--- src/rtl/ecc_pkg.sv ---
// ---------------------------------------------------------------------------
// ecc_pkg: shared types, codes and helpers
// Floor count, lamp layout, record codes, phase commands and status structs,
// plus the small request-bitmap helpers used by the datapath.
// ---------------------------------------------------------------------------
package ecc_pkg;

    localparam int FLOORS   = 4;
    localparam int FLW      = 2;
    localparam int NBTN     = 3 * FLOORS;
    localparam int LAMPW    = NBTN + 2;
    localparam int DOOR_BIT = NBTN;
    localparam int STOP_BIT = NBTN + 1;
    localparam int BIW      = $clog2(NBTN);

    localparam logic [1:0] DIR_NONE = 2'd0;
    localparam logic [1:0] DIR_UP   = 2'd1;
    localparam logic [1:0] DIR_DOWN = 2'd2;

    localparam logic [1:0] MODE_NORMAL  = 2'd0;
    localparam logic [1:0] MODE_WAIT    = 2'd1;
    localparam logic [1:0] MODE_STOPPED = 2'd2;
    localparam logic [1:0] MODE_HALTED  = 2'd3;

    localparam logic [3:0] CT_UP_PRESSED   = 4'd0;
    localparam logic [3:0] CT_DOWN_PRESSED = 4'd1;
    localparam logic [3:0] CT_IN_PRESSED   = 4'd2;
    localparam logic [3:0] CT_SERVED       = 4'd3;
    localparam logic [3:0] CT_SERVED_UP    = 4'd4;
    localparam logic [3:0] CT_SERVED_DOWN  = 4'd5;
    localparam logic [3:0] CT_OTHER        = 4'd6;
    localparam logic [3:0] CT_KEEPALIVE    = 4'd7;
    localparam logic [3:0] CT_STEP_END     = 4'd8;
    localparam logic [3:0] CT_HALTED       = 4'd9;

    localparam logic [2:0] ACT_CALL_UP  = 3'd1;
    localparam logic [2:0] ACT_CALL_DN  = 3'd2;
    localparam logic [2:0] ACT_UP_ON    = 3'd3;
    localparam logic [2:0] ACT_UP_OFF   = 3'd4;
    localparam logic [2:0] ACT_DN_ON    = 3'd5;
    localparam logic [2:0] ACT_DN_OFF   = 3'd6;

    localparam logic [1:0] BTN_TARGET = 2'd0;
    localparam logic [1:0] BTN_UP     = 2'd1;
    localparam logic [1:0] BTN_DOWN   = 2'd2;

    localparam logic       CFG_DOOR_WAIT  = 1'b0;
    localparam logic       CFG_KEEP_ALIVE = 1'b1;

    localparam logic signed [2:0] FLOOR_UNKNOWN = -3'sd1;

    typedef enum logic [3:0] {
        PH_NONE, PH_HALT, PH_BTN, PH_STOP, PH_OBS, PH_CMD, PH_FLOOR,
        PH_MAIN, PH_CLR, PH_WAIT2, PH_KA, PH_END
    } phase_t;

    typedef struct packed {
        phase_t           phase;
        logic [FLW-1:0]   fl;
        logic [1:0]       kind;
    } cmd_t;

    typedef struct packed {
        logic go;
        logic last;
    } stat_t;

    function automatic logic [1:0] best_dir(input logic [FLOORS-1:0] ins,
                                            input logic [FLOORS-1:0] up,
                                            input logic [FLOORS-1:0] dn,
                                            input logic [FLW-1:0] lsf);
        logic [FLOORS-1:0] s;
        logic [FLW:0] hi;
        logic [FLW:0] lo;
        s = (ins == '0) ? (up | dn) : ins;
        hi = '0;
        lo = '0;
        for (int f = 0; f < FLOORS; f++)
        begin
            if (s[f] && f > int'(lsf))
                hi = hi + 1'b1;
            if (s[f] && f < int'(lsf))
                lo = lo + 1'b1;
        end
        return (hi >= lo) ? DIR_UP : DIR_DOWN;
    endfunction

    function automatic logic should_stop(input logic [FLOORS-1:0] ins,
                                         input logic [FLOORS-1:0] up,
                                         input logic [FLOORS-1:0] dn,
                                         input logic [1:0] dir,
                                         input logic [FLW-1:0] f);
        logic [FLOORS-1:0] bit_m;
        logic [FLOORS-1:0] all_m;
        bit_m = FLOORS'(1) << f;
        all_m = ins | up | dn;
        if ((ins & bit_m) != '0)
            return 1'b1;
        if (dir == DIR_UP && (up & bit_m) != '0)
            return 1'b1;
        if (dir == DIR_DOWN && (dn & bit_m) != '0)
            return 1'b1;
        return ((all_m & bit_m) != '0) &&
               ((all_m & ~bit_m) == '0 || all_m == up || all_m == dn);
    endfunction

    function automatic logic prio_in(input logic [FLOORS-1:0] ins,
                                     input logic [1:0] dir,
                                     input logic [FLW-1:0] lsf);
        logic [FLOORS-1:0] below;
        logic [FLOORS-1:0] above;
        below = (FLOORS'(1) << lsf) - FLOORS'(1);
        above = ~(below | (FLOORS'(1) << lsf));
        if (dir == DIR_DOWN)
            return (ins & below) != '0;
        if (dir == DIR_UP)
            return (ins & above) != '0;
        return 1'b0;
    endfunction

    function automatic logic [1:0] start_dir(input logic [1:0] dir,
                                             input logic [FLW-1:0] lsf,
                                             input logic [FLOORS-1:0] ins,
                                             input logic [FLOORS-1:0] up,
                                             input logic [FLOORS-1:0] dn);
        logic [1:0] d;
        d = dir;
        if (lsf == '0)
            d = DIR_UP;
        else if (lsf == FLW'(FLOORS - 1))
            d = DIR_DOWN;
        if (d == DIR_NONE)
            d = best_dir(ins, up, dn, lsf);
        return d;
    endfunction

endpackage

--- src/rtl/ecc_in_if.sv ---
// ---------------------------------------------------------------------------
// ecc_in_if: poll item channel
// Valid/ready channel carrying one poll cycle of car inputs.
// ---------------------------------------------------------------------------
interface ecc_in_if;
    logic        valid;
    logic        ready;
    logic [11:0] button_signals;
    logic        stop_button;
    logic        obstruction;
    logic signed [2:0] floor_sensor;
    logic [2:0]  action;
    logic [1:0]  command_floor;
    logic [31:0] time_now;

    modport source (output valid, button_signals, stop_button, obstruction,
                    floor_sensor, action, command_floor, time_now, input ready);
    modport sink (input valid, button_signals, stop_button, obstruction,
                  floor_sensor, action, command_floor, time_now, output ready);
endinterface

// ---------------------------------------------------------------------------
// ecc_out_if: record channel
// Valid/ready channel carrying one state-change record per item.
// ---------------------------------------------------------------------------
interface ecc_out_if;
    logic        valid;
    logic        ready;
    logic [3:0]  change_type;
    logic signed [2:0] change_floor;
    logic [1:0]  last_floor;
    logic [1:0]  direction;
    logic [3:0]  inside_requests;
    logic [3:0]  up_requests;
    logic [3:0]  down_requests;
    logic        stopped;
    logic [13:0] lamps;
    logic [1:0]  floor_indicator;
    logic [31:0] timestamp;
    logic        last_of_step;

    modport source (output valid, change_type, change_floor, last_floor, direction,
                    inside_requests, up_requests, down_requests, stopped, lamps,
                    floor_indicator, timestamp, last_of_step, input ready);
    modport sink (input valid, change_type, change_floor, last_floor, direction,
                  inside_requests, up_requests, down_requests, stopped, lamps,
                  floor_indicator, timestamp, last_of_step, output ready);
endinterface

--- src/rtl/ecc_ctrl.sv ---
// ---------------------------------------------------------------------------
// ecc_ctrl: step sequencer
// Walks one poll item through its phases, one phase per free output slot.
// ---------------------------------------------------------------------------
module ecc_ctrl (
    input  logic             clk,
    input  logic             rst_n,
    input  logic             in_valid,
    output logic             in_ready,
    input  ecc_pkg::stat_t   stat,
    output ecc_pkg::cmd_t    cmd
);

    typedef enum logic [3:0] {
        S_IDLE, S_HALT, S_BTN, S_STOP, S_OBS, S_CMD, S_FLOOR,
        S_MAIN, S_CLR, S_WAIT2, S_KA, S_END
    } state_t;

    state_t state_reg, state_next;
    logic [ecc_pkg::FLW-1:0] fl_reg, fl_next;
    logic [1:0] kind_reg, kind_next;

    assign in_ready = (state_reg == S_IDLE);

    always_comb
    begin
        case (state_reg)
            S_HALT:  cmd.phase = ecc_pkg::PH_HALT;
            S_BTN:   cmd.phase = ecc_pkg::PH_BTN;
            S_STOP:  cmd.phase = ecc_pkg::PH_STOP;
            S_OBS:   cmd.phase = ecc_pkg::PH_OBS;
            S_CMD:   cmd.phase = ecc_pkg::PH_CMD;
            S_FLOOR: cmd.phase = ecc_pkg::PH_FLOOR;
            S_MAIN:  cmd.phase = ecc_pkg::PH_MAIN;
            S_CLR:   cmd.phase = ecc_pkg::PH_CLR;
            S_WAIT2: cmd.phase = ecc_pkg::PH_WAIT2;
            S_KA:    cmd.phase = ecc_pkg::PH_KA;
            S_END:   cmd.phase = ecc_pkg::PH_END;
            default: cmd.phase = ecc_pkg::PH_NONE;
        endcase
        cmd.fl   = fl_reg;
        cmd.kind = kind_reg;
    end

    always_comb
    begin
        state_next = state_reg;
        fl_next    = fl_reg;
        kind_next  = kind_reg;
        case (state_reg)
            S_IDLE:
            begin
                if (in_valid)
                begin
                    state_next = S_HALT;
                    fl_next    = '0;
                    kind_next  = ecc_pkg::BTN_TARGET;
                end
            end
            default:
            begin
                if (stat.go)
                begin
                    if (stat.last)
                        state_next = S_IDLE;
                    else
                    begin
                        case (state_reg)
                            S_HALT:  state_next = S_BTN;
                            S_BTN:
                            begin
                                // buttons in order target, up, down per floor
                                if (kind_reg == ecc_pkg::BTN_DOWN)
                                begin
                                    kind_next = ecc_pkg::BTN_TARGET;
                                    fl_next   = fl_reg + 1'b1;
                                    if (fl_reg == ecc_pkg::FLW'(ecc_pkg::FLOORS - 1))
                                        state_next = S_STOP;
                                end
                                else
                                    kind_next = kind_reg + 1'b1;
                            end
                            S_STOP:  state_next = S_OBS;
                            S_OBS:   state_next = S_CMD;
                            S_CMD:   state_next = S_FLOOR;
                            S_FLOOR: state_next = S_MAIN;
                            S_MAIN:  state_next = S_CLR;
                            S_CLR:   state_next = S_WAIT2;
                            S_WAIT2: state_next = S_KA;
                            S_KA:    state_next = S_END;
                            default: state_next = S_IDLE;
                        endcase
                    end
                end
            end
        endcase
    end

    always_ff @(posedge clk or negedge rst_n)
    begin
        if (!rst_n)
        begin
            state_reg <= S_IDLE;
            fl_reg    <= '0;
            kind_reg  <= '0;
        end
        else
        begin
            state_reg <= state_next;
            fl_reg    <= fl_next;
            kind_reg  <= kind_next;
        end
    end

endmodule

--- src/rtl/ecc_datapath.sv ---
// ---------------------------------------------------------------------------
// ecc_datapath: car state and record register
// Holds the request bitmaps, lamps, direction and mode, applies one phase
// per command and loads the output record register.
// ---------------------------------------------------------------------------
module ecc_datapath (
    input  logic             clk,
    input  logic             rst_n,
    input  logic             cfg_we,
    input  logic             cfg_index,
    input  logic [15:0]      cfg_data,
    input  logic             accept,
    input  logic [11:0]      button_signals,
    input  logic             stop_button,
    input  logic             obstruction,
    input  logic [2:0]       floor_sensor,
    input  logic [2:0]       action,
    input  logic [1:0]       command_floor,
    input  logic [31:0]      time_now,
    input  ecc_pkg::cmd_t    cmd,
    output ecc_pkg::stat_t   stat,
    ecc_out_if.source        out_ch
);

    localparam int FL = ecc_pkg::FLOORS;
    localparam int FW = ecc_pkg::FLW;
    localparam int LW = ecc_pkg::LAMPW;

    // latched item
    logic [ecc_pkg::NBTN-1:0] sig_q;
    logic stop_q, obs_q, sok_q;
    logic [FW-1:0] sf_q;
    logic [2:0] act_q;
    logic [1:0] cfl_q;
    logic [31:0] time_q;

    // car state
    logic [1:0] mode_reg, mode_next, dir_reg, dir_next, pdir_reg, pdir_next;
    logic [FW-1:0] lsf_reg, lsf_next, shown_reg, shown_next;
    logic [FL-1:0] ins_reg, ins_next, up_reg, up_next, dn_reg, dn_next;
    logic [FL-1:0] ipb_reg, ipb_next, pn_reg, pn_next;
    logic [LW-1:0] lamp_reg, lamp_next;
    logic stopb_reg, stopb_next, estop_reg, estop_next;
    logic signed [2:0] fb_reg, fb_next;
    logic [31:0] dst_reg, dst_next, lrt_reg, lrt_next;
    logic [15:0] dwt_reg, kat_reg;
    logic clrp_reg, clrp_next, to_reg, to_next;

    logic out_valid_reg;
    logic go;
    logic em, em_last;
    logic [3:0] em_type;
    logic signed [2:0] em_floor;
    logic signed [2:0] cf;

    assign go = !out_valid_reg || out_ch.ready;
    assign cf = sok_q ? $signed({1'b0, sf_q}) : ecc_pkg::FLOOR_UNKNOWN;
    assign stat.go = go;
    assign stat.last = em && em_last;

    always_comb
    begin
        logic [ecc_pkg::BIW-1:0] b;
        logic exists;
        logic [FL-1:0] fbit;
        logic [FL-1:0] cbit;
        logic [1:0] kind;
        logic up_ok, dn_ok, timeout;
        logic [LW-1:0] upm, dnm;

        mode_next  = mode_reg;
        dir_next   = dir_reg;
        pdir_next  = pdir_reg;
        lsf_next   = lsf_reg;
        shown_next = shown_reg;
        ins_next   = ins_reg;
        up_next    = up_reg;
        dn_next    = dn_reg;
        ipb_next   = ipb_reg;
        pn_next    = pn_reg;
        lamp_next  = lamp_reg;
        stopb_next = stopb_reg;
        estop_next = estop_reg;
        fb_next    = fb_reg;
        dst_next   = dst_reg;
        clrp_next  = clrp_reg;
        to_next    = to_reg;
        em         = 1'b0;
        em_last    = 1'b0;
        em_type    = ecc_pkg::CT_OTHER;
        em_floor   = cf;

        b = ecc_pkg::BIW'(3 * int'(cmd.fl) + int'(cmd.kind));
        fbit = FL'(1) << cmd.fl;
        cbit = FL'(1) << sf_q;
        exists = !((cmd.kind == ecc_pkg::BTN_UP && cmd.fl == FW'(FL - 1)) ||
                   (cmd.kind == ecc_pkg::BTN_DOWN && cmd.fl == '0));
        up_ok = (cfl_q != FW'(FL - 1));
        dn_ok = (cfl_q != '0);
        upm = LW'(1) << (3 * int'(cfl_q) + 1);
        dnm = LW'(1) << (3 * int'(cfl_q) + 2);
        timeout = (time_q - dst_reg) > {16'd0, dwt_reg};
        kind = ecc_pkg::DIR_NONE;

        case (cmd.phase)
            ecc_pkg::PH_HALT:
            begin
                if (mode_reg == ecc_pkg::MODE_HALTED)
                begin
                    em = 1'b1;
                    em_last = 1'b1;
                    em_type = ecc_pkg::CT_HALTED;
                    em_floor = ecc_pkg::FLOOR_UNKNOWN;
                end
            end
            ecc_pkg::PH_BTN:
            begin
                if (exists && sig_q[b])
                begin
                    if (!lamp_reg[b])
                    begin
                        lamp_next[b] = 1'b1;
                        if (cmd.kind == ecc_pkg::BTN_TARGET)
                            ins_next = ins_reg | fbit;
                        em = 1'b1;
                        em_floor = $signed({1'b0, cmd.fl});
                        case (cmd.kind)
                            ecc_pkg::BTN_TARGET: em_type = ecc_pkg::CT_IN_PRESSED;
                            ecc_pkg::BTN_UP:     em_type = ecc_pkg::CT_UP_PRESSED;
                            default:             em_type = ecc_pkg::CT_DOWN_PRESSED;
                        endcase
                    end
                    if (cmd.kind == ecc_pkg::BTN_TARGET)
                        pn_next = pn_reg | fbit;
                end
            end
            ecc_pkg::PH_STOP:
            begin
                if (stop_q && !stopb_reg)
                begin
                    if (sok_q)
                        lsf_next = sf_q;
                    estop_next = !lamp_reg[ecc_pkg::STOP_BIT];
                    if (!lamp_reg[ecc_pkg::STOP_BIT])
                    begin
                        lamp_next[ecc_pkg::STOP_BIT] = 1'b1;
                        if (dir_reg != ecc_pkg::DIR_NONE)
                            pdir_next = dir_reg;
                        dir_next = ecc_pkg::DIR_NONE;
                        mode_next = ecc_pkg::MODE_STOPPED;
                    end
                    else
                    begin
                        lamp_next[ecc_pkg::STOP_BIT] = 1'b0;
                        lamp_next[ecc_pkg::DOOR_BIT] = 1'b0;
                        dir_next = ecc_pkg::start_dir(pdir_reg, lsf_next, ins_reg,
                                                      up_reg, dn_reg);
                        mode_next = ecc_pkg::MODE_NORMAL;
                    end
                    em = 1'b1;
                end
                stopb_next = stop_q;
            end
            ecc_pkg::PH_OBS:
            begin
                if (obs_q)
                begin
                    if (dir_reg != ecc_pkg::DIR_NONE)
                        pdir_next = dir_reg;
                    dir_next = ecc_pkg::DIR_NONE;
                    mode_next = ecc_pkg::MODE_HALTED;
                    em = 1'b1;
                    em_last = 1'b1;
                    em_type = ecc_pkg::CT_HALTED;
                    em_floor = ecc_pkg::FLOOR_UNKNOWN;
                end
            end
            ecc_pkg::PH_CMD:
            begin
                case (act_q)
                    ecc_pkg::ACT_CALL_UP:
                        if (up_ok)
                        begin
                            up_next = up_reg | (FL'(1) << cfl_q);
                            lamp_next = lamp_reg | upm;
                        end
                    ecc_pkg::ACT_CALL_DN:
                        if (dn_ok)
                        begin
                            dn_next = dn_reg | (FL'(1) << cfl_q);
                            lamp_next = lamp_reg | dnm;
                        end
                    ecc_pkg::ACT_UP_ON:  if (up_ok) lamp_next = lamp_reg | upm;
                    ecc_pkg::ACT_UP_OFF: if (up_ok) lamp_next = lamp_reg & ~upm;
                    ecc_pkg::ACT_DN_ON:  if (dn_ok) lamp_next = lamp_reg | dnm;
                    ecc_pkg::ACT_DN_OFF: if (dn_ok) lamp_next = lamp_reg & ~dnm;
                    default: ;
                endcase
            end
            ecc_pkg::PH_FLOOR:
            begin
                if (sok_q)
                begin
                    lsf_next = sf_q;
                    shown_next = sf_q;
                    if ((sf_q == FW'(FL - 1) && dir_reg == ecc_pkg::DIR_UP) ||
                        (sf_q == '0 && dir_reg == ecc_pkg::DIR_DOWN))
                    begin
                        pdir_next = dir_reg;
                        dir_next = ecc_pkg::DIR_NONE;
                    end
                end
                if (cf != fb_reg)
                    em = 1'b1;
            end
            ecc_pkg::PH_MAIN:
            begin
                clrp_next = 1'b0;
                to_next = 1'b0;
                ipb_next = pn_reg;
                if (mode_reg == ecc_pkg::MODE_NORMAL)
                begin
                    if (sok_q && ecc_pkg::should_stop(ins_reg, up_reg, dn_reg, dir_reg, sf_q))
                    begin
                        lamp_next[3 * int'(sf_q)] = 1'b0;
                        ins_next = ins_reg & ~cbit;
                        lamp_next[ecc_pkg::DOOR_BIT] = 1'b1;
                        mode_next = ecc_pkg::MODE_WAIT;
                        dst_next = time_q;
                        if (dir_reg != ecc_pkg::DIR_NONE)
                            pdir_next = dir_reg;
                        dir_next = ecc_pkg::DIR_NONE;
                        em = 1'b1;
                        em_type = ecc_pkg::CT_SERVED;
                    end
                    else if (dir_reg == ecc_pkg::DIR_NONE)
                    begin
                        clrp_next = 1'b1;
                        if ((ins_reg | up_reg | dn_reg) != '0)
                        begin
                            dir_next = ecc_pkg::start_dir(
                                ecc_pkg::prio_in(ins_reg, pdir_reg, lsf_reg) ?
                                    pdir_reg : ecc_pkg::DIR_NONE,
                                lsf_reg, ins_reg, up_reg, dn_reg);
                            lamp_next[ecc_pkg::DOOR_BIT] = 1'b0;
                            em = 1'b1;
                        end
                    end
                end
                else if (mode_reg == ecc_pkg::MODE_WAIT)
                begin
                    if ((pn_reg & ~ipb_reg) != '0 || timeout)
                    begin
                        lamp_next[ecc_pkg::DOOR_BIT] = 1'b0;
                        mode_next = ecc_pkg::MODE_NORMAL;
                        if (timeout)
                        begin
                            if (sok_q)
                            begin
                                up_next = up_reg & ~cbit;
                                dn_next = dn_reg & ~cbit;
                                lamp_next[3 * int'(sf_q) + 1] = 1'b0;
                                lamp_next[3 * int'(sf_q) + 2] = 1'b0;
                            end
                            to_next = 1'b1;
                            em = 1'b1;
                            em_type = ecc_pkg::CT_SERVED_UP;
                        end
                    end
                end
            end
            ecc_pkg::PH_CLR:
            begin
                // clear the hall lamp in the direction of departure
                fbit = FL'(1) << lsf_reg;
                if (lsf_reg == FW'(FL - 1))
                    kind = ecc_pkg::DIR_DOWN;
                else if (lsf_reg == '0)
                    kind = ecc_pkg::DIR_UP;
                else
                    kind = dir_reg;
                if (clrp_reg && kind == ecc_pkg::DIR_UP)
                begin
                    lamp_next[3 * int'(lsf_reg) + 1] = 1'b0;
                    if ((up_reg & fbit) != '0)
                    begin
                        up_next = up_reg & ~fbit;
                        em = 1'b1;
                        em_type = ecc_pkg::CT_SERVED_UP;
                        em_floor = $signed({1'b0, lsf_reg});
                    end
                end
                else if (clrp_reg && kind == ecc_pkg::DIR_DOWN)
                begin
                    lamp_next[3 * int'(lsf_reg) + 2] = 1'b0;
                    if ((dn_reg & fbit) != '0)
                    begin
                        dn_next = dn_reg & ~fbit;
                        em = 1'b1;
                        em_type = ecc_pkg::CT_SERVED_DOWN;
                        em_floor = $signed({1'b0, lsf_reg});
                    end
                end
            end
            ecc_pkg::PH_WAIT2:
            begin
                if (to_reg)
                begin
                    em = 1'b1;
                    em_type = ecc_pkg::CT_SERVED_DOWN;
                end
            end
            ecc_pkg::PH_KA:
            begin
                if ((time_q - lrt_reg) >= {16'd0, kat_reg})
                begin
                    em = 1'b1;
                    em_type = ecc_pkg::CT_KEEPALIVE;
                end
            end
            ecc_pkg::PH_END:
            begin
                fb_next = cf;
                em = 1'b1;
                em_last = 1'b1;
                em_type = ecc_pkg::CT_STEP_END;
            end
            default: ;
        endcase

        lrt_next = (em && em_type < ecc_pkg::CT_STEP_END) ? time_q : lrt_reg;
    end

    always_ff @(posedge clk or negedge rst_n)
    begin
        if (!rst_n)
        begin
            mode_reg  <= ecc_pkg::MODE_NORMAL;
            dir_reg   <= ecc_pkg::DIR_NONE;
            pdir_reg  <= ecc_pkg::DIR_NONE;
            lsf_reg   <= '0;
            shown_reg <= '0;
            ins_reg   <= '0;
            up_reg    <= '0;
            dn_reg    <= '0;
            ipb_reg   <= '0;
            pn_reg    <= '0;
            lamp_reg  <= '0;
            stopb_reg <= 1'b0;
            estop_reg <= 1'b0;
            fb_reg    <= ecc_pkg::FLOOR_UNKNOWN;
            dst_reg   <= '0;
            lrt_reg   <= '0;
            dwt_reg   <= 16'd3000;
            kat_reg   <= 16'd1000;
            clrp_reg  <= 1'b0;
            to_reg    <= 1'b0;
            out_valid_reg <= 1'b0;
        end
        else
        begin
            if (cfg_we && cfg_index == ecc_pkg::CFG_DOOR_WAIT)
                dwt_reg <= cfg_data;
            if (cfg_we && cfg_index == ecc_pkg::CFG_KEEP_ALIVE)
                kat_reg <= cfg_data;
            if (accept)
                pn_reg <= '0;
            else if (go)
            begin
                mode_reg  <= mode_next;
                dir_reg   <= dir_next;
                pdir_reg  <= pdir_next;
                lsf_reg   <= lsf_next;
                shown_reg <= shown_next;
                ins_reg   <= ins_next;
                up_reg    <= up_next;
                dn_reg    <= dn_next;
                ipb_reg   <= ipb_next;
                pn_reg    <= pn_next;
                lamp_reg  <= lamp_next;
                stopb_reg <= stopb_next;
                estop_reg <= estop_next;
                fb_reg    <= fb_next;
                dst_reg   <= dst_next;
                lrt_reg   <= lrt_next;
                clrp_reg  <= clrp_next;
                to_reg    <= to_next;
            end
            if (go && em)
                out_valid_reg <= 1'b1;
            else if (out_ch.ready)
                out_valid_reg <= 1'b0;
        end
    end

    // item latch and record register
    always_ff @(posedge clk)
    begin
        if (accept)
        begin
            sig_q  <= button_signals;
            stop_q <= stop_button;
            obs_q  <= obstruction;
            sok_q  <= !floor_sensor[2] && (int'(floor_sensor) < FL);
            sf_q   <= floor_sensor[FW-1:0];
            act_q  <= action;
            cfl_q  <= command_floor;
            time_q <= time_now;
        end
        if (go && em)
        begin
            out_ch.change_type     <= em_type;
            out_ch.change_floor    <= em_floor;
            out_ch.last_floor      <= lsf_next;
            out_ch.direction       <= dir_next;
            out_ch.inside_requests <= ins_next;
            out_ch.up_requests     <= up_next;
            out_ch.down_requests   <= dn_next;
            out_ch.stopped         <= estop_next;
            out_ch.lamps           <= lamp_next;
            out_ch.floor_indicator <= shown_next;
            out_ch.timestamp       <= time_q;
            out_ch.last_of_step    <= em_last;
        end
    end

    assign out_ch.valid = out_valid_reg;

endmodule

--- src/rtl/elevator_car_controller_core.sv ---
// ---------------------------------------------------------------------------
// elevator_car_controller_core: elevator car controller
// Takes one poll item per step and emits its state-change records, ending
// with a step-end (or halted) record.
// ---------------------------------------------------------------------------
// channel   dir  handshake      payload
// in_ch     in   valid/ready    buttons, stop, obstruction, sensor, command, time
// out_ch    out  valid/ready    one state-change record per item
// cfg       in   cfg_we         cfg_index selects door wait / keep-alive time
//
// An item walks the sequencer through halt, buttons, stop, obstruction, command,
// floor, main, clear, wait2, keep-alive and end; a halted controller ends at halt.
// Each phase waits while the record register holds an untaken record.
// Reset: normal mode, lowest floor, no requests, door wait 3000, keep-alive 1000.
// ---------------------------------------------------------------------------
module elevator_car_controller_core (
    input  logic        clk,
    input  logic        rst_n,
    input  logic        cfg_we,
    input  logic        cfg_index,
    input  logic [15:0] cfg_data,
    ecc_in_if.sink      in_ch,
    ecc_out_if.source   out_ch
);

    ecc_pkg::cmd_t  cmd;
    ecc_pkg::stat_t stat;
    logic accept;

    assign accept = in_ch.valid && in_ch.ready;

    ecc_ctrl u_ctrl (
        .clk      (clk),
        .rst_n    (rst_n),
        .in_valid (in_ch.valid),
        .in_ready (in_ch.ready),
        .stat     (stat),
        .cmd      (cmd)
    );

    ecc_datapath u_dp (
        .clk            (clk),
        .rst_n          (rst_n),
        .cfg_we         (cfg_we),
        .cfg_index      (cfg_index),
        .cfg_data       (cfg_data),
        .accept         (accept),
        .button_signals (in_ch.button_signals),
        .stop_button    (in_ch.stop_button),
        .obstruction    (in_ch.obstruction),
        .floor_sensor   (in_ch.floor_sensor),
        .action         (in_ch.action),
        .command_floor  (in_ch.command_floor),
        .time_now       (in_ch.time_now),
        .cmd            (cmd),
        .stat           (stat),
        .out_ch         (out_ch)
    );

endmodule

--- src/flat_wrapper.sv ---
// flat-port wrapper written by rule: the top's interface ports become plain ports
module elevator_car_controller_core_flat 
  (clk, rst_n, cfg_we, cfg_index, cfg_data, in_ch_valid, in_ch_button_signals, in_ch_stop_button, in_ch_obstruction, in_ch_floor_sensor, in_ch_action, in_ch_command_floor, in_ch_time_now, in_ch_ready, out_ch_valid, out_ch_change_type, out_ch_change_floor, out_ch_last_floor, out_ch_direction, out_ch_inside_requests, out_ch_up_requests, out_ch_down_requests, out_ch_stopped, out_ch_lamps, out_ch_floor_indicator, out_ch_timestamp, out_ch_last_of_step, out_ch_ready);
  ecc_in_if in_ch_i ();
  ecc_out_if out_ch_i ();
  input  logic clk;
  input  logic rst_n;
  input  logic cfg_we;
  input  logic cfg_index;
  input  logic [15:0] cfg_data;
  input wire logic [$bits(in_ch_i.valid)-1:0] in_ch_valid;
  input wire logic [$bits(in_ch_i.button_signals)-1:0] in_ch_button_signals;
  input wire logic [$bits(in_ch_i.stop_button)-1:0] in_ch_stop_button;
  input wire logic [$bits(in_ch_i.obstruction)-1:0] in_ch_obstruction;
  input wire logic [$bits(in_ch_i.floor_sensor)-1:0] in_ch_floor_sensor;
  input wire logic [$bits(in_ch_i.action)-1:0] in_ch_action;
  input wire logic [$bits(in_ch_i.command_floor)-1:0] in_ch_command_floor;
  input wire logic [$bits(in_ch_i.time_now)-1:0] in_ch_time_now;
  output wire logic [$bits(in_ch_i.ready)-1:0] in_ch_ready;
  output wire logic [$bits(out_ch_i.valid)-1:0] out_ch_valid;
  output wire logic [$bits(out_ch_i.change_type)-1:0] out_ch_change_type;
  output wire logic [$bits(out_ch_i.change_floor)-1:0] out_ch_change_floor;
  output wire logic [$bits(out_ch_i.last_floor)-1:0] out_ch_last_floor;
  output wire logic [$bits(out_ch_i.direction)-1:0] out_ch_direction;
  output wire logic [$bits(out_ch_i.inside_requests)-1:0] out_ch_inside_requests;
  output wire logic [$bits(out_ch_i.up_requests)-1:0] out_ch_up_requests;
  output wire logic [$bits(out_ch_i.down_requests)-1:0] out_ch_down_requests;
  output wire logic [$bits(out_ch_i.stopped)-1:0] out_ch_stopped;
  output wire logic [$bits(out_ch_i.lamps)-1:0] out_ch_lamps;
  output wire logic [$bits(out_ch_i.floor_indicator)-1:0] out_ch_floor_indicator;
  output wire logic [$bits(out_ch_i.timestamp)-1:0] out_ch_timestamp;
  output wire logic [$bits(out_ch_i.last_of_step)-1:0] out_ch_last_of_step;
  input wire logic [$bits(out_ch_i.ready)-1:0] out_ch_ready;
  assign in_ch_i.valid = in_ch_valid;
  assign in_ch_i.button_signals = in_ch_button_signals;
  assign in_ch_i.stop_button = in_ch_stop_button;
  assign in_ch_i.obstruction = in_ch_obstruction;
  assign in_ch_i.floor_sensor = in_ch_floor_sensor;
  assign in_ch_i.action = in_ch_action;
  assign in_ch_i.command_floor = in_ch_command_floor;
  assign in_ch_i.time_now = in_ch_time_now;
  assign in_ch_ready = in_ch_i.ready;
  assign out_ch_valid = out_ch_i.valid;
  assign out_ch_change_type = out_ch_i.change_type;
  assign out_ch_change_floor = out_ch_i.change_floor;
  assign out_ch_last_floor = out_ch_i.last_floor;
  assign out_ch_direction = out_ch_i.direction;
  assign out_ch_inside_requests = out_ch_i.inside_requests;
  assign out_ch_up_requests = out_ch_i.up_requests;
  assign out_ch_down_requests = out_ch_i.down_requests;
  assign out_ch_stopped = out_ch_i.stopped;
  assign out_ch_lamps = out_ch_i.lamps;
  assign out_ch_floor_indicator = out_ch_i.floor_indicator;
  assign out_ch_timestamp = out_ch_i.timestamp;
  assign out_ch_last_of_step = out_ch_i.last_of_step;
  assign out_ch_i.ready = out_ch_ready;
  elevator_car_controller_core u_core (.clk(clk), .rst_n(rst_n), .cfg_we(cfg_we), .cfg_index(cfg_index), .cfg_data(cfg_data), .in_ch(in_ch_i), .out_ch(out_ch_i));
endmodule
--- config.mk ---
export PLATFORM = sky130hd
export DESIGN_NAME = elevator_car_controller_core_flat
export DESIGN_NICKNAME = d
export VERILOG_FILES = /design/src/rtl/ecc_pkg.sv /design/src/rtl/ecc_in_if.sv /design/src/rtl/ecc_ctrl.sv /design/src/rtl/ecc_datapath.sv /design/src/rtl/elevator_car_controller_core.sv /design/src/flat_wrapper.sv
export SDC_FILE = /design/constraint.sdc
export NUM_CORES = 1
export LEC_CHECK = 0
export BUFFER_PORTS_ARGS = -buffer_cell sky130_fd_sc_hd__buf_2
export CAP_MARGIN = 40
export CORE_MARGIN = 2
export CORE_UTILIZATION = 40
export DETAILED_ROUTE_END_ITERATION = 8
export PLACE_DENSITY = 0.55
export SYNTH_ARGS = -nofsm -noshare
export SYNTH_HDL_FRONTEND = slang
export SYNTH_HIERARCHICAL = 1
export SYNTH_SLANG_ARGS = --single-unit
--- constraint.sdc ---
create_clock -name clk -period 20.9 [get_ports clk]
set_input_delay 4.18 -clock clk [delete_from_list [all_inputs] [get_ports clk]]
set_output_delay 4.18 -clock clk [all_outputs]
set_load 0.01 [all_outputs]
* Word-level counts from Yosys, hierarchy flattened
Memories as Yosys holds them, arrays and structs flattened. Cells that the tools add are included.
Storage, ports and cells: register bits after elaboration 283, input port bits 76, output and inout bits 75, memories kept 1, logic and storage cells 621, bits in read-only memories 64
Cells by class: reduce and logical (&&, ||, !) cells 96, $lt $le $gt $ge 30, multiply operators 4, $add $sub $neg 20, bitwise gates (word level) 46, muxes and demuxes 315, equal/unequal tests 59, shift operators 6
Memory list:
- (no name shown) | depth 16, bits a word 4, rd ports 1, clocked after memory_dff 0, write ports 0, line ecc_ctrl.sv:27 | case (state_reg)
Operators by type and width (number):
- 3-bit 2-to-1 mux | 80
- 14-bit 2-to-1 mux | 13
- 4-bit 2-to-1 mux | 40
- 2-bit 2-to-1 mux | 69
- 14-bit bitwise AND | 7
- 14-bit inverter | 7
- 32-bit by 2-bit adder with 32-bit output (second input constant) | 3
- 32-bit by 1-bit greater-or-equal comparator with 1-bit output (second input constant) | 3
- 32-bit by 6-bit < comparator with 1-bit output (second input constant) | 3
- 1-bit 2-to-1 mux | 88
- 32-bit subtractor | 2
- 4-bit bitwise AND | 15
- 14-bit case mux with 4 select lines | 1
- 12-bit case mux with 4 select lines | 1
- 4-bit nonzero test | 11
- 14-bit OR | 3
- 4-bit case mux with 10 select lines | 1
- 1-bit logical AND | 37
- 4-bit by 3-bit equality test with 1-bit output (second input constant) | 8
- 32-bit by 16-bit greater-or-equal comparator with 1-bit output | 1
- 32-bit by 16-bit greater-than comparator with 1-bit output | 1
- 4-bit OR | 8
- 4-bit case mux with 8 select lines | 1
- 1-bit by 32-bit << shifter with 14-bit output (first input constant) | 1
- other kinds (60) | 172

* Logic depth before layout (Yosys ltp)
word-level depth 74, depth in mapped cells 22, depth with buffers taken out 21

* By module
Netlist, hierarchy kept.
Modules (own cells, without submodules):
- ecc_datapath | times used 1, cells an instance 2048, seq. area each 7537.2 um^2, area an instance 18786.8 um^2
- ecc_ctrl | times used 1, cells an instance 60, seq. area each 200.2 um^2, area an instance 549.3 um^2
- elevator_car_controller_core | times used 1, cells an instance 1, seq. area each 0.0 um^2, area an instance 6.3 um^2

* Least setup slack after synthesis
OpenSTA, ideal clock, no wires.
path kind input -> register, start point in out_ch_ready, end point reg u_core.u_dp.out_ch.change_floor[0] (enable), slack 12.585 ns, data required time 20.371 ns, library setup time 0.529 ns, stages 2, arrival 7.786 ns, buffers on the path 0, path through nor2b_1 -> a21oi_1
On the way: cells in the longest elaborated chain, start to end 2
Ends and longest elaborated chain:
- from (decl) | line flat_wrapper.sv:33 | input wire logic [$bits(out_ch_i.ready)-1:0] out_ch_ready;
- 1-bit logical OR | line ecc_datapath.sv:56 | assign go = !out_valid_reg || out_ch.ready;
- 1-bit logical AND | line ecc_datapath.sv:410 | if (go && em)
- to (signal assigned) | line ecc_datapath.sv:413 | out_ch.change_floor <= em_floor;
- to (decl) | line ecc_in_if.sv:42 | modport source (output valid, change_type, change_floor, last_floor, direction,
Every way passes these cells. A chain may end at the register's enable or synchronous reset.

* Final worst setup path
start point reg u_core.u_dp.time_q[0], end point reg u_core.u_dp.out_ch.change_floor[1] (enable)
On the way: cells in the longest elaborated chain, start to end 8, elaborated cells on any way between the ends 12, classes of those cells add/sub (2); order compare (2); mux (6); reduce/logical (2)
Ends and longest elaborated chain:
- from (decl) | line ecc_datapath.sv:35 | logic [31:0] time_q;
- from (signal assigned) | line ecc_datapath.sv:408 | time_q <= time_now;
- 32-bit subtractor | line ecc_datapath.sv:102 | timeout = (time_q - dst_reg) > {16'd0, dwt_reg};
- 32-bit by 16-bit greater-than comparator with 1-bit output | line ecc_datapath.sv:102
- 1-bit 2-to-1 mux / 1-bit logical OR (equally long branches) | line ecc_datapath.sv:256, ecc_datapath.sv:252
- 1-bit 2-to-1 mux | line ecc_datapath.sv:252 | if ((pn_reg & ~ipb_reg) != '0 || timeout)
- 1-bit 2-to-1 mux | line ecc_datapath.sv:250 | else if (mode_reg == ecc_pkg::MODE_WAIT)
- 1-bit 2-to-1 mux | line ecc_datapath.sv:221 | if (mode_reg == ecc_pkg::MODE_NORMAL)
- 1-bit case mux with 10 select lines * | line ecc_datapath.sv:105 | case (cmd.phase)
- 1-bit logical AND * | line ecc_datapath.sv:410
Every way passes the cells marked *; elsewhere a longest branch is shown, timed or not.

==> metrics.md <==
| Metric | Value |
|---|---|
| Outcome | `completed` |
| H-tree Lvls | `2` |
| Post-synth ARST share | `55.1%` |
| Max Fclk | `159 MHz` |
| CP max stage delay | `~0.52 ns` |
| Data required time of the critical path | `21.12 ns` |
| R2R Setup Slk | `between 10 and 15 ns` |
| Startpoint Class | `register` |
| # Post-CTS Setup Buffers | `0` |
| Nets | `2,444` |
| Setup crit end kind | `register` |
| Post-Syn Area per Cell | `between 9 and 10 sq um` |
| Crit-path cells | `inv_1 > ha_1 > inv_1 > fa_1 > a21o_1 > a221oi_2 > a211o_2 > o21ba_2 > xnor2_1 > ha_1 > and4_1 > nor3b_1 > a221oi_1 > nand4_1 > or4_1 > or4_1 > nor4_1 > nand4b_1 > o31ai_4 > a21oi_4 > buf_4` |
| Vias per cell | `~5.8` |
| First-pass GRT wire length | `around 95,000 um` |
| Starting Density | `40.5%` |
| Syn. warnings | `6` |
| Sw frac | `44.7%` |
| Wirelength per Cell | `around 21 um` |
| Die Width | `approximately 220 um` |
| R2r endpoint | `u_core/u_dp/out_ch.change_floor[1]$_DFFE_PP_` |
| Antenna violations before repair | `0` |
| Commonest non-fill, non-tap cell in the layout | `nand2_1` |
| Antenna cells | `0` |
| Final-report setup violation count | `0` |
| Synth-to-Final Area Change | `13.1%` |
| Post-Route Utilization | `a little under half` |
| DIE AREA | `50,100 sq um` |
| Cts bufs inserted | `35` |
| Relative slew margins | `between 40% and 50%` |
| Unrepaired setup endpoints after global routing | `no` |
| Max clock buf depth | `3` |
| GRT overflow | `0` |
| Syn nets | `roughly 2.3k` |
| Core area | `roughly 48,000 sq um` |
| Crit Path Max Fanout | `43` |
| Row Count | `80` |
| Number of synthesized flops with an enable pin | `127` |
| Min Tclk post-route | `6.28 ns` |
| TritonCTS clock tree | `done` |
| Clock tree root driver cell | `clkbuf_16` |
| Final cell count without fillers | `approximately 2.9k` |
| Final hold violations | `0` |
| Max VDD drop | `0.0739 mV` |
| Dpl hpwl | `46,100 um` |
| Via count | `16.7k` |
| Worst path bufs/invs | `3` |
| CTS Hold Bufs | `0` |
| I/O Buffers | `150` |
| First DRT Iteration DRCs | `~1.6k` |
| ANT nets after route | `0` |
| Largest net degree at the start of global routing | `85` |
| Hold WS | `0.486 ns` |
| P per Cell Area | `165 nW/um^2` |
| Clock sinks | `283` |
| Clock Pin Slew Worst Setup and Hold Paths | `0.06 ns` |
| Slowest cell on the critical path | `or4_1` |
| Share of cells above drive strength 1 | `15.6%` |
| Pre-CTS WS | `14.25 ns` |
| Max Cap Violations | `0` |
| Setup Crit Path Kind | `register to register` |
| Vias in the first global route | `16.6k` |
| Crit path depth | `21` |
| Clk pwr share | `16.8%` |
| CP top delay family | `compound AO/OA/AOI/OAI gates` |
| Distinct cells, synth | `just over 90` |
| Worst hold path cell count | `2` |
| P_leak | `9.42 nW` |
| Setup ws final | `about 15 ns` |
| Post-CTS sizing | `0` |
| Int Pwr | `roughly 0.0020 W` |
| DRC Markers | `0` |
| Multi-input gate area | `10,600 sq um` |
| Sum Neg Setup Slack | `0 ns` |
| Least-Margin Pin Slew | `just over 0.8 ns` |
| Clock Latency Late Sink | `0.55 ns` |
| Part of the power in registers | `27.9%` |
| Mapped Cells | `2,109` |
| IO Pins | `151` |
| Clock skew | `around 0.014 ns` |
| Die Y | `224 um` |
| Most used DFF post-synth | `dfrtp_1` |
| Comb power frac | `55.3%` |
| Period utilization | `30.1%` |
| Cell Area, Synth | `just under 20,000 sq um` |
| Commonest cells after routing, fill and taps aside | `247 x nand2_1, 163 x a21oi_1, 161 x o21ai_0` |
| GPL Wtd Cong | `between 0.9 and 1` |
| Max-slew violation count | `0` |
| Total GRT Usage | `24.1%` |
| Seq/Total Area, Yosys | `40.0%` |
| Hold Crit Class | `register to register` |
| Sw power | `0.00161 W` |
| Register bit total from synthesis | `around 280` |
| TritonRoute pass-1 iters | `6` |
| # fillers | `4,573` |
| Reg2Reg Depth | `21` |
| Crit path DAT | `6.50 ns` |
| Post-Route WL | `between 60,000 and 70,000 um` |
| Cell count after placement | `approximately 2.8k` |
| HP Start | `u_core/u_dp/estop_reg$_DFFE_PN0P_` |
| Critical R2R Launch | `u_core/u_dp/time_q[0]$_DFFE_PP_` |
| Seq. cell area | `7740 sq um` |
| WHS Endpoint | `u_core/u_dp/estop_reg$_DFFE_PN0P_` |
-- worst max-delay path by stage --
stage,start,to,slack [ns]
6_report,u_core/u_dp/time_q[0]$_DFFE_PP_,u_core/u_dp/out_ch.change_floor[1]$_DFFE_PP_,14.62
5_1_grt,u_core/u_dp/time_q[0]$_DFFE_PP_,u_core/u_dp/out_ch.up_requests[0]$_DFFE_PP_,14.16
4_1_cts,u_core/u_dp/time_q[0]$_DFFE_PP_,u_core/u_dp/out_ch.inside_requests[2]$_DFFE_PP_,14.61
3_5_place_dp,in_ch_valid,u_core/u_dp/pdir_reg[0]$_DFFE_PN0P_,14.25
3_3_place_gp,in_ch_valid,u_core/u_dp/lrt_reg[31]$_DFFE_PN0P_,14.34
2_1_floorplan,out_ch_ready,u_core/u_dp/out_ch.change_floor[0]$_DFFE_PP_,12.59
-- synthesized netlist by cell type, drive strengths merged, types with 21 or more instances --
cell type / number / area, sq um
edfxtp: 127 / 3810
inv: 155 / 582
o21a: 21 / 158
nand2b: 25 / 156
dfrtp: 140 / 3500
a31oi: 38 / 238
a21o: 32 / 240
xnor2: 30 / 263
clkbuf: 85 / 350
nand2: 248 / 933
nor2: 141 / 529
o21ai: 166 / 835
nor4: 23 / 144
xor2: 22 / 193
nor2b: 22 / 138
mux2: 61 / 800
ha: 140 / 1750
nand4: 32 / 206
a21oi: 164 / 821
nand3: 62 / 310
nor3: 41 / 216
-- through the flow --
stage / total power, W / area [sq um]
after CTS: 0.00362 / 21900
final: 0.00361 / 21900
after global placement: 0.00294 / 20600
after global routing: 0.00388 / 21900
after floorplan: 0.00239 / 19300
after detailed placement: 0.00298 / 20700
-- power by group through the flow --
stage / clock network [W] / logic (W) / registers (W)
4_1_cts: 0.000626 / 0.00198 / 0.00101
5_1_grt: 0.000644 / 0.00220 / 0.00103
6_report: 0.000607 / 0.00200 / 0.00101
3_3_place_gp: 0 / 0.00193 / 0.00101
2_1_floorplan: 0 / 0.00140 / 0.000988
3_5_place_dp: 0 / 0.00197 / 0.00101
-- cell type report --
class	instances	area share [%]
clock inverters	19	0.823
repair buffers	177	4.75
multi-input cells	1572	48.4
inverters	155	2.66
well taps	615	3.52
flip-flops and latches	283	35.4
clock buffers	44	4.44
-- cells by family after synthesis --
group	count (synthesis)	share of synthesized area, %
AOI/OAI and AO/OA	626	20.8
xor gates and xnor gates	52	2.35
adders and majority gates	144	9.47
buffers and inverters	254	5.32
DFF	283	40.0
muxes	78	5.47
and+or+nand+nor	672	16.5
-- routing by layer --
layer / vias to the layer above / global-route usage (%) / share of wire (%) / routed length [um]
met5: - / 0 / 0 / 0
met4: 0 / 10.1 / 3.9 / 2340
met3: 126 / 2.66 / 4.3 / 2600
met2: 532 / 41.8 / 49 / 29800
met1: 8130 / 30.5 / 43 / 25900
li1: 7961 / - / - / -
-- worst reg2reg max path, stage by stage, from the launching register on --
cell and delay [ns]:
edfxtp_1 0.42, inv_1 0.10, ha_1 0.16, inv_1 0.05, fa_1 0.41, a21o_1 0.20
a221oi_2 0.42, a211o_2 0.24, o21ba_2 0.23, xnor2_1 0.15, ha_1 0.28, and4_1 0.17
nor3b_1 0.17, a221oi_1 0.31, nand4_1 0.13, or4_1 0.52, or4_1 0.41, nor4_1 0.32
nand4b_1 0.21, o31ai_4 0.39, a21oi_4 0.24, buf_4 0.38
Note: power is estimated with default switching activity, not from simulation.
